**src/rtl/core/hbm_pkg.sv**
```systemverilog
// Shared types, constants and codes of the node heartbeat safety monitor.
`timescale 1ns / 1ps

package hbm_pkg;

    // Number of remote node slots (nodes 1..NODES).
    localparam int NODES = 9;

    // Field widths.
    localparam int ID_W     = 4;
    localparam int CMD_W    = 8;
    localparam int LEN_W    = 4;
    localparam int SENS_W   = 32;
    localparam int CNT_W    = 16;
    localparam int BITSEL_W = 5;
    localparam int MASK_W   = 10;

    // Slot index width.
    localparam int IDX_W = (NODES > 1) ? $clog2(NODES) : 1;

    // Configuration port.
    localparam int CFG_IDX_W  = 2;
    localparam int CFG_DATA_W = 16;

    localparam logic [CFG_IDX_W-1:0] REG_ALIVE_RELOAD  = 2'd0;
    localparam logic [CFG_IDX_W-1:0] REG_SAFE_BIT      = 2'd1;
    localparam logic [CFG_IDX_W-1:0] REG_PRESENT_BIT   = 2'd2;
    localparam logic [CFG_IDX_W-1:0] REG_ID_REPLY_CODE = 2'd3;

    // Configuration reset values.
    localparam logic [CNT_W-1:0]    ALIVE_RELOAD_RST  = 16'd2000;
    localparam logic [BITSEL_W-1:0] SAFE_BIT_RST      = 5'd11;
    localparam logic [BITSEL_W-1:0] PRESENT_BIT_RST   = 5'd12;
    localparam logic [CMD_W-1:0]    ID_REPLY_CODE_RST = 8'd9;

    // Command queue between front and back.
    localparam int Q_DEPTH = 2;
    localparam int Q_PTR_W = (Q_DEPTH > 1) ? $clog2(Q_DEPTH) : 1;
    localparam int Q_CNT_W = $clog2(Q_DEPTH + 1);

    // Operation codes produced by the front classifier.
    localparam logic [1:0] OP_TICK    = 2'd0;
    localparam logic [1:0] OP_STORE   = 2'd1;
    localparam logic [1:0] OP_NOSTORE = 2'd2;
    localparam logic [1:0] OP_IGNORE  = 2'd3;

    // One classified transaction as it travels through the queue.
    typedef struct packed {
        logic [1:0]        op;
        logic [IDX_W-1:0]  slot;
        logic [LEN_W-1:0]  length;
        logic [SENS_W-1:0] sensors;
    } hbm_op_t;

    // Configuration that the back end uses.
    typedef struct packed {
        logic [CNT_W-1:0]    alive_reload;
        logic [BITSEL_W-1:0] safe_bit;
        logic [BITSEL_W-1:0] present_bit;
    } hbm_cfg_t;

endpackage

```
**src/rtl/core/hbm_front.sv**
```systemverilog
// Front end: configuration registers and classification of incoming transactions.
`timescale 1ns / 1ps

module hbm_front (
    input  logic                          clk,
    input  logic                          rst_n,
    input  logic                          start,
    output logic                          busy,
    input  logic                          kind,
    input  logic [hbm_pkg::ID_W-1:0]      node_id,
    input  logic [hbm_pkg::CMD_W-1:0]     command,
    input  logic [hbm_pkg::LEN_W-1:0]     frame_length,
    input  logic [hbm_pkg::SENS_W-1:0]    sensors,
    input  logic                          cfg_valid,
    output logic                          cfg_ready,
    input  logic [hbm_pkg::CFG_IDX_W-1:0] cfg_index,
    input  logic [hbm_pkg::CFG_DATA_W-1:0] cfg_data,
    input  logic                          q_full,
    output logic                          push,
    output hbm_pkg::hbm_op_t              push_op,
    output hbm_pkg::hbm_cfg_t             cfg
);
    import hbm_pkg::*;

    logic [CNT_W-1:0]    alive_reload_reg;
    logic [BITSEL_W-1:0] safe_bit_reg;
    logic [BITSEL_W-1:0] present_bit_reg;
    logic [CMD_W-1:0]    id_reply_code_reg;
    logic                node_in_range;

    // The configuration channel never stalls.
    assign cfg_ready = 1'b1;

    // Configuration registers.
    always_ff @(posedge clk or negedge rst_n) begin
        if (!rst_n)
        begin
            alive_reload_reg  <= ALIVE_RELOAD_RST;
            safe_bit_reg      <= SAFE_BIT_RST;
            present_bit_reg   <= PRESENT_BIT_RST;
            id_reply_code_reg <= ID_REPLY_CODE_RST;
        end
        else if (cfg_valid && cfg_ready)
        begin
            case (cfg_index)
                REG_ALIVE_RELOAD:  alive_reload_reg  <= cfg_data[CNT_W-1:0];
                REG_SAFE_BIT:      safe_bit_reg      <= cfg_data[BITSEL_W-1:0];
                REG_PRESENT_BIT:   present_bit_reg   <= cfg_data[BITSEL_W-1:0];
                REG_ID_REPLY_CODE: id_reply_code_reg <= cfg_data[CMD_W-1:0];
                default: ;
            endcase
        end
    end

    assign cfg.alive_reload = alive_reload_reg;
    assign cfg.safe_bit     = safe_bit_reg;
    assign cfg.present_bit  = present_bit_reg;

    // Accept whenever the queue has room.
    assign busy = q_full;
    assign push = start && !busy;

    // Classify the transaction for the back end.
    assign node_in_range = (node_id != '0) && (node_id <= ID_W'(NODES));

    always_comb
    begin
        push_op.slot    = IDX_W'(node_id - ID_W'(1));
        push_op.length  = frame_length;
        push_op.sensors = sensors;
        if (!kind)
        begin
            push_op.op = OP_TICK;
        end
        else if (command == id_reply_code_reg)
        begin
            push_op.op = OP_IGNORE;
        end
        else if (node_in_range)
        begin
            push_op.op = OP_STORE;
        end
        else
        begin
            push_op.op = OP_NOSTORE;
        end
    end

endmodule

```
**src/rtl/core/hbm_queue.sv**
```systemverilog
// Short queue of classified transactions between the front and back ends.
`timescale 1ns / 1ps

module hbm_queue (
    input  logic             clk,
    input  logic             rst_n,
    input  logic             push,
    input  hbm_pkg::hbm_op_t push_op,
    output logic             full,
    input  logic             pop,
    output logic             head_valid,
    output hbm_pkg::hbm_op_t head_op
);
    import hbm_pkg::*;

    hbm_op_t            entry_reg [Q_DEPTH];
    logic [Q_PTR_W-1:0] wr_ptr_reg;
    logic [Q_PTR_W-1:0] wr_ptr_next;
    logic [Q_PTR_W-1:0] rd_ptr_reg;
    logic [Q_PTR_W-1:0] rd_ptr_next;
    logic [Q_CNT_W-1:0] count_reg;
    logic [Q_CNT_W-1:0] count_next;

    assign full       = (count_reg == Q_CNT_W'(Q_DEPTH));
    assign head_valid = (count_reg != '0);
    assign head_op    = entry_reg[rd_ptr_reg];

    // Pointer and fill count update.
    always_comb
    begin
        wr_ptr_next = wr_ptr_reg;
        rd_ptr_next = rd_ptr_reg;
        count_next  = count_reg;
        if (push)
        begin
            wr_ptr_next = (wr_ptr_reg == Q_PTR_W'(Q_DEPTH - 1)) ? '0 : wr_ptr_reg + 1'b1;
        end
        if (pop)
        begin
            rd_ptr_next = (rd_ptr_reg == Q_PTR_W'(Q_DEPTH - 1)) ? '0 : rd_ptr_reg + 1'b1;
        end
        if (push && !pop)
        begin
            count_next = count_reg + 1'b1;
        end
        else if (pop && !push)
        begin
            count_next = count_reg - 1'b1;
        end
    end

    always_ff @(posedge clk or negedge rst_n) begin
        if (!rst_n)
        begin
            wr_ptr_reg <= '0;
            rd_ptr_reg <= '0;
            count_reg  <= '0;
        end
        else
        begin
            wr_ptr_reg <= wr_ptr_next;
            rd_ptr_reg <= rd_ptr_next;
            count_reg  <= count_next;
        end
    end

    // Payload storage.
    always_ff @(posedge clk) begin
        if (push)
        begin
            entry_reg[wr_ptr_reg] <= push_op;
        end
    end

endmodule

```
**src/rtl/core/hbm_back.sv**
```systemverilog
// Back end: slot storage and the sequencer that walks the slots for each transaction.
`timescale 1ns / 1ps

module hbm_back (
    input  logic                       clk,
    input  logic                       rst_n,
    input  hbm_pkg::hbm_cfg_t          cfg,
    input  logic                       head_valid,
    input  hbm_pkg::hbm_op_t           head_op,
    output logic                       pop,
    output logic                       done,
    output logic                       safe,
    output logic                       safe_known,
    output logic [hbm_pkg::MASK_W-1:0] present_mask,
    output logic                       present_known,
    output logic [hbm_pkg::MASK_W-1:0] alive_mask
);
    import hbm_pkg::*;

    localparam logic ST_IDLE = 1'b0;
    localparam logic ST_WALK = 1'b1;

    logic                state_reg;
    logic                state_next;
    logic [1:0]          op_reg;
    logic [1:0]          op_next;
    logic [IDX_W-1:0]    idx_reg;
    logic [IDX_W-1:0]    idx_next;
    logic                safe_acc_reg;
    logic                safe_acc_next;
    logic [MASK_W-1:0]   pres_acc_reg;
    logic [MASK_W-1:0]   pres_acc_next;
    logic [MASK_W-1:0]   alive_acc_reg;
    logic [MASK_W-1:0]   alive_acc_next;

    logic [CNT_W-1:0]    cnt_reg  [NODES];
    logic [CNT_W-1:0]    cnt_next [NODES];
    logic [LEN_W-1:0]    len_reg  [NODES];
    logic [LEN_W-1:0]    len_next [NODES];
    logic [SENS_W-1:0]   sens_reg [NODES];
    logic [SENS_W-1:0]   sens_next[NODES];

    logic                safe_reg;
    logic                safe_next;
    logic                safe_seen_reg;
    logic                safe_seen_next;
    logic [MASK_W-1:0]   present_reg;
    logic [MASK_W-1:0]   present_next;
    logic                present_seen_reg;
    logic                present_seen_next;
    logic [MASK_W-1:0]   alive_reg;
    logic [MASK_W-1:0]   alive_next;
    logic                done_reg;
    logic                done_next;

    logic [CNT_W-1:0]    cur_cnt;
    logic [LEN_W-1:0]    cur_len;
    logic [SENS_W-1:0]   cur_sens;
    logic [MASK_W-1:0]   node_hit;
    logic                last_slot;
    logic                is_tick;

    // Current slot of the walk.
    assign cur_cnt   = cnt_reg[idx_reg];
    assign cur_len   = len_reg[idx_reg];
    assign cur_sens  = sens_reg[idx_reg];
    assign last_slot = (idx_reg == IDX_W'(NODES - 1));
    assign is_tick   = (op_reg == OP_TICK);

    // Mask bit of the current slot's node number; nodes beyond the mask drop out.
    always_comb
    begin
        for (int j = 0; j < MASK_W; j++)
        begin
            node_hit[j] = (ID_W'(j) == (ID_W'(idx_reg) + ID_W'(1)));
        end
    end

    assign pop = (state_reg == ST_IDLE) && head_valid;

    // Sequencer and slot updates.
    always_comb
    begin
        state_next        = state_reg;
        op_next           = op_reg;
        idx_next          = idx_reg;
        safe_acc_next     = safe_acc_reg;
        pres_acc_next     = pres_acc_reg;
        alive_acc_next    = alive_acc_reg;
        safe_next         = safe_reg;
        safe_seen_next    = safe_seen_reg;
        present_next      = present_reg;
        present_seen_next = present_seen_reg;
        alive_next        = alive_reg;
        done_next         = 1'b0;
        for (int k = 0; k < NODES; k++)
        begin
            cnt_next[k]  = cnt_reg[k];
            len_next[k]  = len_reg[k];
            sens_next[k] = sens_reg[k];
        end

        case (state_reg)
            ST_IDLE:
            begin
                if (head_valid)
                begin
                    // A status frame for a valid node lands in its slot first.
                    if (head_op.op == OP_STORE)
                    begin
                        cnt_next[head_op.slot]  = cfg.alive_reload;
                        len_next[head_op.slot]  = head_op.length;
                        sens_next[head_op.slot] = head_op.sensors;
                    end
                    op_next        = head_op.op;
                    idx_next       = '0;
                    safe_acc_next  = 1'b1;
                    pres_acc_next  = '0;
                    alive_acc_next = '0;
                    state_next     = ST_WALK;
                end
            end
            ST_WALK:
            begin
                if (is_tick)
                begin
                    if (cur_cnt == '0)
                    begin
                        len_next[idx_reg] = '0;
                    end
                    else
                    begin
                        cnt_next[idx_reg] = cur_cnt - 1'b1;
                        if (cur_sens[cfg.present_bit])
                        begin
                            pres_acc_next = pres_acc_reg | node_hit;
                        end
                        if (cur_len != '0)
                        begin
                            alive_acc_next = alive_acc_reg | node_hit;
                        end
                    end
                end
                else
                begin
                    if (cur_len != '0)
                    begin
                        alive_acc_next = alive_acc_reg | node_hit;
                        if (!cur_sens[cfg.safe_bit])
                        begin
                            safe_acc_next = 1'b0;
                        end
                    end
                end

                if (last_slot)
                begin
                    // Commit the result of the whole walk.
                    alive_next = alive_acc_next;
                    done_next  = 1'b1;
                    state_next = ST_IDLE;
                    if (is_tick)
                    begin
                        present_next      = pres_acc_next;
                        present_seen_next = 1'b1;
                    end
                    else if (op_reg != OP_IGNORE)
                    begin
                        safe_next      = safe_acc_next;
                        safe_seen_next = 1'b1;
                    end
                end
                else
                begin
                    idx_next = idx_reg + 1'b1;
                end
            end
            default:
            begin
                state_next = ST_IDLE;
            end
        endcase
    end

    always_ff @(posedge clk or negedge rst_n) begin
        if (!rst_n)
        begin
            state_reg        <= ST_IDLE;
            safe_reg         <= 1'b0;
            safe_seen_reg    <= 1'b0;
            present_reg      <= '1;
            present_seen_reg <= 1'b0;
            alive_reg        <= '0;
            done_reg         <= 1'b0;
            for (int k = 0; k < NODES; k++)
            begin
                cnt_reg[k]  <= '0;
                len_reg[k]  <= '0;
                sens_reg[k] <= '0;
            end
        end
        else
        begin
            state_reg        <= state_next;
            safe_reg         <= safe_next;
            safe_seen_reg    <= safe_seen_next;
            present_reg      <= present_next;
            present_seen_reg <= present_seen_next;
            alive_reg        <= alive_next;
            done_reg         <= done_next;
            for (int k = 0; k < NODES; k++)
            begin
                cnt_reg[k]  <= cnt_next[k];
                len_reg[k]  <= len_next[k];
                sens_reg[k] <= sens_next[k];
            end
        end
    end

    // Walk working registers.
    always_ff @(posedge clk) begin
        op_reg        <= op_next;
        idx_reg       <= idx_next;
        safe_acc_reg  <= safe_acc_next;
        pres_acc_reg  <= pres_acc_next;
        alive_acc_reg <= alive_acc_next;
    end

    assign done          = done_reg;
    assign safe          = safe_reg;
    assign safe_known    = safe_seen_reg;
    assign present_mask  = present_reg;
    assign present_known = present_seen_reg;
    assign alive_mask    = alive_reg;

endmodule

```
**src/rtl/core/node_heartbeat_safety_monitor.sv**
```systemverilog
// Top level of the node heartbeat safety monitor.
`timescale 1ns / 1ps

// A transaction is accepted when start is high and busy is low. The back end
// takes each one from the queue in its idle state, then its sequencer walks
// the node slots in turn. The result strobe is registered at the last slot,
// and the back end already takes the next transaction during that strobe cycle.
// A two-entry queue lets up to two more transactions wait; busy is high while
// it is full. Each result appears on the result ports with done high for
// exactly one cycle, and the receiver cannot stall it. Configuration writes
// take effect at once; cfg_ready is always high.
module node_heartbeat_safety_monitor (
    input  logic                           clk,
    input  logic                           rst_n,
    input  logic                           start,
    output logic                           busy,
    input  logic                           kind,
    input  logic [hbm_pkg::ID_W-1:0]       node_id,
    input  logic [hbm_pkg::CMD_W-1:0]      command,
    input  logic [hbm_pkg::LEN_W-1:0]      frame_length,
    input  logic [hbm_pkg::SENS_W-1:0]     sensors,
    input  logic                           cfg_valid,
    output logic                           cfg_ready,
    input  logic [hbm_pkg::CFG_IDX_W-1:0]  cfg_index,
    input  logic [hbm_pkg::CFG_DATA_W-1:0] cfg_data,
    output logic                           done,
    output logic                           safe,
    output logic                           safe_known,
    output logic [hbm_pkg::MASK_W-1:0]     present_mask,
    output logic                           present_known,
    output logic [hbm_pkg::MASK_W-1:0]     alive_mask
);
    import hbm_pkg::*;

    logic     q_full;
    logic     push;
    hbm_op_t  push_op;
    hbm_cfg_t cfg;
    logic     pop;
    logic     head_valid;
    hbm_op_t  head_op;

    hbm_front u_front (
        .clk          (clk),
        .rst_n        (rst_n),
        .start        (start),
        .busy         (busy),
        .kind         (kind),
        .node_id      (node_id),
        .command      (command),
        .frame_length (frame_length),
        .sensors      (sensors),
        .cfg_valid    (cfg_valid),
        .cfg_ready    (cfg_ready),
        .cfg_index    (cfg_index),
        .cfg_data     (cfg_data),
        .q_full       (q_full),
        .push         (push),
        .push_op      (push_op),
        .cfg          (cfg)
    );

    hbm_queue u_queue (
        .clk        (clk),
        .rst_n      (rst_n),
        .push       (push),
        .push_op    (push_op),
        .full       (q_full),
        .pop        (pop),
        .head_valid (head_valid),
        .head_op    (head_op)
    );

    hbm_back u_back (
        .clk           (clk),
        .rst_n         (rst_n),
        .cfg           (cfg),
        .head_valid    (head_valid),
        .head_op       (head_op),
        .pop           (pop),
        .done          (done),
        .safe          (safe),
        .safe_known    (safe_known),
        .present_mask  (present_mask),
        .present_known (present_known),
        .alive_mask    (alive_mask)
    );

endmodule

```
**config.mk**
```make
export PLATFORM = sky130hd
export DESIGN_NAME = node_heartbeat_safety_monitor
export DESIGN_NICKNAME = d
export VERILOG_FILES = /design/src/rtl/core/hbm_pkg.sv /design/src/rtl/core/hbm_front.sv /design/src/rtl/core/hbm_queue.sv /design/src/rtl/core/hbm_back.sv /design/src/rtl/core/node_heartbeat_safety_monitor.sv
export SDC_FILE = /design/constraint.sdc
export NUM_CORES = 1
export LEC_CHECK = 0
export ABC_AREA = 0
export BUFFER_PORTS_ARGS = -buffer_cell sky130_fd_sc_hd__buf_2
export CORE_ASPECT_RATIO = 1.75
export CORE_MARGIN = 2
export CORE_UTILIZATION = 45
export CTS_CLUSTER_SIZE = 24
export DETAILED_ROUTE_END_ITERATION = 10
export GPL_TIMING_DRIVEN = 0
export PLACE_DENSITY_LB_ADDON = 0.08
export SYNTH_ARGS = -nofsm -noshare
export SYNTH_HDL_FRONTEND = slang
export SYNTH_SLANG_ARGS = --single-unit
```
**constraint.sdc**
```tcl
create_clock -name clk -period 4.6 [get_ports clk]
set_input_delay 0.69 -clock clk [delete_from_list [all_inputs] [get_ports clk]]
set_output_delay 0.69 -clock clk [all_outputs]
set_load 0.005 [all_outputs]
```
==> run metrics <==
Ys Warns 0; Critical Path AT 5.02 ns; GRT Util Overall 0.370; post-route ant nets 0; CP startpoint kind flop; HPWL after DPL ~93,000 um; Worst-Skew Late Latency ~0.68 ns; CTS root buf clkbuf_16; Initial Util 0.455; area of placed instances ~0.032 mm^2; number of global-route vias before repair 25,464; Worst-path clk slew 0.07 ns; layout overhead on the synthesized area 13.3%; Largest register FFs approximately 290; VDD IR max 0.000442 V; Synth Register Bits 642; DR vias/cell 6.33; GPL Wtd Cong approximately 1.1; chip width 200 um; number of port buffers 95; most common library cell in the layout ignoring fill and taps dfrtp_1; maximum fanout along the worst path 10; failing checks max-capacitance violations, negative setup slack; Inserted Clock Buffers 61; fmax about 220 MHz; leakage 0.0144 uW; # H-tree levels 2; Tcrit/Tclk final 1.00; crit-path cells buf_6, nand2b_1, buf_2, buf_2, buf_2, buf_2, o221ai_1, a21oi_1, a21oi_1, a31oi_1, nor4_1, a22oi_2, a31oi_1; final hold vios 0; FP Rows 125; Worst Tran Pin Value about 1.5 ns; initial antenna violation count 1; CTS tree yes; worst min-delay path category input port to asynchronous set/reset pin; RSZ-0062 raised after global routing false; Setup crit start u_back.idx_reg[3]; share of post-route cells with drive strength above 1 0.138; DRT Pass-1 Iters 5; CP max stage cell buf_2; WP data required 5.00 ns; most frequent cells in the layout dfrtp_1, nor2_1, a21oi_1; final instance area ~0.034 mm^2; reg-to-reg startpoint u_back.idx_reg[3]; Async SR Flop Fraction 0.827; Wirelength per Cell 32.0 um; Yosys cell types 83; clock sink count roughly 640; Fillers about 6,200; Final WS setup -0.0110 ns; multi-input logic area 0.0125 mm^2; slowest cell delay on critical path 0.58 ns; Total Nets Final approximately 3,000; Synth Flop Type dfrtp_1; PwrDens 752 mW/mm^2; CP Capture Type flop; Mapped Nets between 2,000 and 3,000; status finished with violations; CTS Buffer Depth 3; DIE HEIGHT ~350 um; die area slightly below 0.07 mm^2; core area 0.0663 mm^2; Top Ports 97; first-pass GRT wire length about 180,000 um; Final Max Tran Viols 0; Storage cell area roughly 0.017 mm^2; Worst slew margin 0.00227; DRC viols 0; Syn Area/Cell 10.6 um^2; final WL 126,000 um; Syn Inst Count 2,839; Crit Path Category flop to flop; routed vias 24,982; hold buffers post-CTS 0; Post-synth EDFFs 111; post-synthesis sequential area ratio 0.551; post-route minimum period 4.61 ns; pin count of the biggest net entering global routing 127; synthesized cell area 0.0302 mm^2; Final setup viols 2; clk_skew between 0.02 and 0.025 ns; drt initial violations 2,382; total gr overflow 0; MaxCap Viol Count 2; cell repeated most along the worst path buf_2; Setup Total Neg Slack -0.0117 ns
==> per-stage QoR <==
stage,std cells,total power [uW],setup WS (ns),util,hold WS [ns]
after floorplan,2839,14900,1.47,-,0.394
after global placement,3823,19800,-7.97,0.479,0.445
after detailed placement,3831,20000,-1.68,0.482,0.453
after CTS,3947,25300,0.0120,0.514,0.137
after global routing,3947,26500,0.00390,0.516,0.168
final,3948,25700,-0.0110,0.516,0.113
==> critical path, delay by kind of cell (launching register included) <==
family / cells / cell delay (ns)
and+or+nand+nor: 2 / 0.23
buffers and inverters: 5 / 1.92
DFF: 1 / 0.35
AOI/OAI and AO/OA: 6 / 1.75
==> power by group <==
group / switching, uW / leakage, uW / internal, uW / total [uW]
logic: 8380 / 0.00534 / 3410 / 11800
registers: 1030 / 0.00807 / 7720 / 8750
clock network: 2320 / 0.000975 / 2840 / 5160
==> synth_stat cells, types with 28 or more instances <==
master	n	area, um^2
buf_2	34	170
o21a_1	88	661
dfrtp_1	508	12700
nand3_1	45	225
o2bb2ai_1	39	342
nand2_1	161	604
o21ai_0	107	536
nor2_1	373	1400
nor2b_1	28	175
edfxtp_1	111	3330
inv_1	42	158
mux2i_1	182	1820
clkbuf_1	138	518
o221ai_1	124	1090
nand2b_1	30	188
a21oi_1	354	1770
mux2_2	79	890
==> repair_timing <==
action / 4_1_cts / 5_1_grt
cloned: 0 / 0
pin swaps: 1 / 0
gates resized for setup: 36 / 29
setup buffers: 0 / 0
setup endpoints to repair: 241 / 189
==> cell type report <==
cell class / instances / area share
Sequential cell: 642 / 0.487
Multi-Input combinational cell: 1927 / 0.366
Clock buffer: 85 / 0.0490
Tap cell: 889 / 0.0325
Buffer: 227 / 0.0318
Timing Repair Buffer: 104 / 0.0192
Clock inverter: 31 / 0.00955
Inverter: 42 / 0.00472
Antenna cell: 1 / 0.0000732
==> worst paths after layout <==
check	endpoint	slack, ns	cells past startpoint
hold reg to reg	u_back.present_known	0.47	1
hold / removal	u_back.present_known	0.11	1
setup / recovery	u_back.safe_acc_reg	-0.01	13
setup reg to reg	u_back.safe_acc_reg	-0.01	13
max in group asynchronous	u_back.sens_reg[163]	2.95	3
min in group clk	u_queue.entry_reg[1][17]	0.20	1
==> kinds of logic after synthesis <==
kind of cell / Yosys count / synth area share
buffers and inverters: 270 / 0.0398
other: 1 / 0.000124
AND/OR/NAND/NOR: 736 / 0.109
multiplexers: 264 / 0.0920
AO/OA/AOI/OAI: 882 / 0.193
adder cells (fa/ha/maj): 13 / 0.00539
flip-flops: 642 / 0.551
XOR/XNOR: 31 / 0.00924
==> per-layer routing <==
metal	part of all wire	track usage	up-vias
li1	-	-	10693
met1	0.33	0.393	12547
met2	0.49	0.621	1252
met3	0.065	0.0599	490
met4	0.12	0.339	0
met5	0	0	-
No activity file was read; power rests on OpenSTA's default activity.
